### config.mk
export PLATFORM = sky130hd
export DESIGN_NAME = swm_cell
export DESIGN_NICKNAME = d
export VERILOG_FILES = /design/src/rtl/swm_pkg.sv /design/src/rtl/swm_cell.sv
export SDC_FILE = /design/constraint.sdc
export NUM_CORES = 1
export LEC_CHECK = 0
export BUFFER_PORTS_ARGS = -buffer_cell sky130_fd_sc_hd__buf_2
export CAP_MARGIN = 0
export CORE_ASPECT_RATIO = 1.25
export CORE_MARGIN = 2
export CORE_UTILIZATION = 42
export DETAILED_ROUTE_END_ITERATION = 7
export PLACE_DENSITY = 0.79
export SYNTH_ARGS = -nofsm -noshare
export SYNTH_HDL_FRONTEND = slang
export SYNTH_SLANG_ARGS = --single-unit
### constraint.sdc
create_clock -name clk -period 5.05 [get_ports clk]
set_input_delay 1.01 -clock clk [delete_from_list [all_inputs] [get_ports clk]]
set_output_delay 1.01 -clock clk [all_outputs]
set_load 0.01 [all_outputs]
### src/rtl/swm_pkg.sv
// shared constants and types of the sliding window median filter
// no dependencies; used by swm_cell, sliding_window_median and swm_checker
package swm_pkg;

  localparam int MAX_WINDOW   = 64;
  localparam int SAMPLE_WIDTH = 32;
  localparam int CFG_W        = 7;
  localparam int AGE_W        = $clog2(MAX_WINDOW);
  localparam int LEN_W        = $clog2(MAX_WINDOW + 1);
  localparam int OUT_W        = SAMPLE_WIDTH + 1;

  // what a cell shows its neighbors
  typedef struct packed {
    logic                    valid;
    logic [AGE_W-1:0]        age;
    logic [SAMPLE_WIDTH-1:0] value;
    logic                    le;    // live entry not above the new sample
    logic                    good;  // valid and not past the window length
  } cell_out_t;

  // broadcast to every cell
  typedef struct packed {
    logic                    step;
    logic                    start;
    logic [SAMPLE_WIDTH-1:0] sample;
    logic [LEN_W-1:0]        len;
  } cell_ctrl_t;

  // per cell status gathered by the top level
  typedef struct packed {
    logic stale;  // entry too old for the current length
    logic gap;    // empty cell under an occupied one
    logic full;   // oldest entry of a full window after the next step
  } cell_stat_t;

  // virtual neighbor under cell 0: the new sample never goes below it
  localparam cell_out_t BELOW_TIE = '{valid: 1'b0, age: '0, value: '0, le: 1'b1, good: 1'b0};
  // virtual neighbor above the last cell: always empty
  localparam cell_out_t ABOVE_TIE = '{valid: 1'b0, age: '0, value: '0, le: 1'b0, good: 1'b0};

endpackage

### src/rtl/swm_cell.sv
// one cell of the sorted chain: holds one entry, its age and valid bit
// depends on swm_pkg; instantiated in a row by sliding_window_median
module swm_cell import swm_pkg::*; (
  input  logic                    clk,
  input  logic                    rst,
  input  cell_ctrl_t              ctrl,
  input  logic                    tap_a,
  input  logic                    tap_b,
  input  cell_out_t               below,
  input  cell_out_t               above,
  input  logic                    drop_in,
  input  logic                    hole_in,
  output logic                    drop_out,
  output logic                    hole_out,
  output cell_out_t               q,
  output cell_stat_t              stat,
  output logic [SAMPLE_WIDTH-1:0] tap_a_value,
  output logic [SAMPLE_WIDTH-1:0] tap_b_value
);

  logic                    valid;
  logic [AGE_W-1:0]        age;
  logic [SAMPLE_WIDTH-1:0] value;

  logic                    valid_next;
  logic [AGE_W-1:0]        age_next;
  logic [SAMPLE_WIDTH-1:0] value_next;

  logic                    live;
  logic                    le_self;
  logic                    drop;
  logic                    stale;
  logic                    good;
  logic                    hi_le;
  logic [AGE_W-1:0]        hi_age;
  logic [SAMPLE_WIDTH-1:0] hi_value;
  logic                    lo_le;
  logic                    lo_valid;
  logic [AGE_W-1:0]        lo_age;
  logic [SAMPLE_WIDTH-1:0] lo_value;

  // own flags; a start flag empties the whole chain
  always_comb begin
    live     = valid & ~ctrl.start;
    le_self  = live && ($signed(value) <= $signed(ctrl.sample));
    drop     = live && ((LEN_W'(age) + LEN_W'(1)) >= ctrl.len);
    drop_out = drop_in | drop;
    stale    = valid && (LEN_W'(age) >= ctrl.len);
    good     = valid & ~stale;
    hole_out = hole_in | ~good;
  end

  // entries that land at this slot and the one below once the oldest leaves
  always_comb begin
    if (drop_out) begin
      hi_le    = above.le;
      hi_age   = above.age;
      hi_value = above.value;
    end else begin
      hi_le    = le_self;
      hi_age   = age;
      hi_value = value;
    end
    if (drop_in) begin
      lo_le    = le_self;
      lo_valid = live;
      lo_age   = age;
      lo_value = value;
    end else begin
      lo_le    = below.le;
      lo_valid = below.valid & ~ctrl.start;
      lo_age   = below.age;
      lo_value = below.value;
    end
  end

  // step: keep, take above, sample or below; idle: close the lowest gap
  always_comb begin
    valid_next = valid;
    age_next   = age;
    value_next = value;
    if (ctrl.step) begin
      if (hi_le) begin
        valid_next = 1'b1;
        age_next   = hi_age + AGE_W'(1);
        value_next = hi_value;
      end else if (lo_le) begin
        valid_next = 1'b1;
        age_next   = '0;
        value_next = ctrl.sample;
      end else begin
        valid_next = lo_valid;
        age_next   = lo_age + AGE_W'(1);
        value_next = lo_value;
      end
    end else if (hole_out) begin
      valid_next = above.good;
      age_next   = above.age;
      value_next = above.value;
    end
  end

  always_ff @(posedge clk) begin
    if (rst) begin
      valid <= 1'b0;
    end else begin
      valid <= valid_next;
    end
  end

  always_ff @(posedge clk) begin
    age   <= age_next;
    value <= value_next;
  end

  // neighbor view, status and median taps
  always_comb begin
    q.valid     = valid;
    q.age       = age;
    q.value     = value;
    q.le        = le_self;
    q.good      = good;
    stat.stale  = stale;
    stat.gap    = ~valid & above.valid;
    stat.full   = valid && ((LEN_W'(age) + LEN_W'(2)) == ctrl.len);
    tap_a_value = tap_a ? value : '0;
    tap_b_value = tap_b ? value : '0;
  end

endmodule

==> results_dict.tcl <==
set metrics [dict create \
    synth-async-reset-ratio_pct 0 \
    cp_slowest_cell "edfxtp_1" \
    routed_wl_um 12960 \
    dieArea_um2 11090 \
    cts_tree "done" \
    final_common_cell "buf_2" \
    end_kind "register" \
    cts_buffers 5 \
    crit_top_cell "ha_1" \
    final.setup.tns_ns 0 \
    synth.distinct_cells 50 \
    cts_root_buf "clkbuf_16" \
    drv_slew 0 \
    grt_setup_unrepaired "no" \
    hold_depth 2 \
    synth_top_area_cell "edfxtp_1" \
    postCtsSetupBuffers 0 \
    hold-worst-slack_ns 0.7690 \
    grt_util_all_layers_pct 22.22 \
    synthCells 503 \
    ys.warnings.count 0 \
    synth_edf_count 38 \
    min_to "valid" \
    maxCapViolCount 0 \
    syn_nets 681 \
    first_iter_violations 180 \
    grt_pass1_wl_um 19410 \
    cts_resized 0 \
    dp_hpwl_um 10580 \
    r2r-end "age[4]" \
    fill_cells 940 \
    wl_per_cell_um 15.14 \
    port_buffers 237 \
    status "complete, no violations" \
    rr_worst_depth 15 \
    crit_path_start_kind "register" \
    worstHoldPathType "reg -> reg" \
    antennaDiodeCount 0 \
    drc_errors 0 \
    gr-total-overflow 0 \
    antenna_left 0 \
    syn_area_um2 4307 \
    finalCritPeriodShare_pct 86.92 \
    tightest_slew_ns 0.5881 \
    avgViaCountPerCell 5.338 \
    num_rows 41 \
    slew_headroom_pct 60.69 \
    gp_congestion 0.9851 \
    clk_latency_ns 0.28 \
    grt_pass1_vias 4165 \
    synthTopCellsByArea "edfxtp_1 (26%), ha_1 (14%), and2_1 (9.6%)" \
    firstDrtPassIters 5 \
    setup_violations 0 \
    clockBufferDepth 2 \
    initial_utilization_pct 42.83 \
    clock.fmax_mhz 227.8 \
    layout_min_cycle_time_ns 4.390 \
    cp_top_family "compound AO/OA/AOI/OAI gates" \
    cts_max_level 2 \
    yosysSeqAreaShare_pct 26.96 \
    path_buf_inv 0 \
    skew_ns 0.006273 \
    synth_seq_cells 39 \
    core_area_um2 10050 \
    power_mw 1.432 \
    area_delta_synth_final_pct 32.51 \
    syn_avg_cell_area_um2 8.562 \
    hold_buffers 0 \
    crit_path_max_fanout 10 \
    clock_sinks 39 \
    vdd_drop_max_uv 149.0 \
    cp.arrival_ns 4.42 \
    drive_gt1_share_pct 35.76 \
    rrSetupSlack_ns 0.66 \
    ys.flop_type "edfxtp_1" \
    die_w_um 94.57 \
    path_cells "ha_1, nand4_1, xnor2_1, ha_1, and3_1, a311oi_1, a21oi_1, nor2_2, mux2_2, ha_1, nand3_1, xor2_1, mux2i_1, a22oi_1, o31ai_1" \
    die_y_um 117.2 \
    r2r-start "age[1]" \
    antenna_found_initial 0 \
    worstHoldStart "valid" \
    cp.required_ns 5.08 \
    vias 4569 \
    layout.nets 904 \
    powerDensity_nw_per_um2 250.9 \
    design.portCount 239 \
    crit_type "reg -> reg" \
    clkTransAtPathRegs_ns 0.06 \
    finalHoldViolCount 0 \
    p_leak_nw 2.980 \
    yosysTopAreaCellShare_pct 26.50 \
    mostFrequentLayoutCells "buf_2 (237), and2_1 (66), nand2_1 (54), ha_1 (49), inv_1 (45)" \
    grt_max_degree 45 \
    cpPeakStageDelay_ns 0.58 \
]
sequential cells by signal, indices dropped and copies added, names as in the netlist:
signal and flops:
age 6, value 32, valid 1
power by group:
part	total [mW]	leakage, nW	switching, mW	internal, mW
Sequential	0.481	0.409	0.0645	0.417
Clock	0.362	0.0838	0.129	0.233
Combinational	0.589	2.49	0.317	0.272
Total	1.43	2.98	0.510	0.922
layout make-up:
cell class | count | area, um^2 | share of cell area [%]
Sequential cell | 39 | 1161 | 20.35
Inverter | 45 | 168.9 | 2.960
Multi-Input combinational cell | 393 | 2810 | 49.24
Tap cell | 129 | 161.4 | 2.828
Clock buffer | 5 | 125.1 | 2.193
Clock inverter | 3 | 43.79 | 0.7674
Timing Repair Buffer | 242 | 1236 | 21.66
through the flow:
step	area [um^2]	instances	util (%)	worst slack, ns
floorplan	4307	503	-	0.6034
global placement	5538	848	55.08	0.8173
detailed placement	5538	848	55.08	0.6596
CTS	5707	856	56.76	0.7101
global route	5707	856	56.76	0.3683
finish	5707	856	56.76	0.6605
cell families (layout without fill, tap and decap cells):
logic type               Yosys count  after routing  share of synthesized area, %
flip-flops                        39             39                         26.96
AO/OA/AOI/OAI                     96             96                         13.68
XOR/XNOR                          22             22                         4.474
buffers and inverters             71            295                         8.048
adder cells (fa/ha/maj)           49             49                         14.24
multiplexers                      41             41                         9.587
AND/OR/NAND/NOR                  185            185                         23.01
worst max path at each step:
stage / startpoint / end / slack [ns] / cells after the start
floorplan: ctrl[12] / value[0] / 0.60 / 9
detailed placement: ctrl[2] / age[4] / 0.66 / 15
global route: age[1] / age[4] / 0.37 / 18
global placement: ctrl[2] / age[4] / 0.82 / 15
CTS: age[1] / drop_out / 0.71 / 10
finish: age[1] / age[4] / 0.66 / 15
worst min-delay path, cell delays in order (launching register included):
cell and delay (ns):
dfxtp_1 0.38, or3b_1 0.26, a211oi_1 0.08
synth_stat cells, types with 2 or more instances:
library cell,number
buf_4,5
o211ai_1,3
nand2b_1,5
ha_1,49
o21ai_1,32
o31a_1,2
xor2_1,8
mux2i_1,39
buf_12,3
a31oi_1,2
nand2_1,54
nand4b_1,2
a22oi_1,2
clkbuf_1,13
buf_2,4
o31ai_1,3
nand3_1,8
o21a_1,2
nor2b_1,6
and2_1,66
nor2_1,12
nor4_1,4
nand4_1,12
nor3_1,6
mux2_2,2
a21o_1,4
and3_1,4
xnor2_1,14
a221o_1,4
o21ai_0,11
inv_1,45
a21oi_1,22
edfxtp_1,38
routing by layer:
layer  vias up  global-route usage (%)  wire [um]
li1       2208                       -          -
met2       198                   41.19       6838
met4         0                   7.246        237
met3        21                   2.753        758
met1      2142                   26.58       5122
met5         -                       0          0
Power figures use the tool's default switching activity.
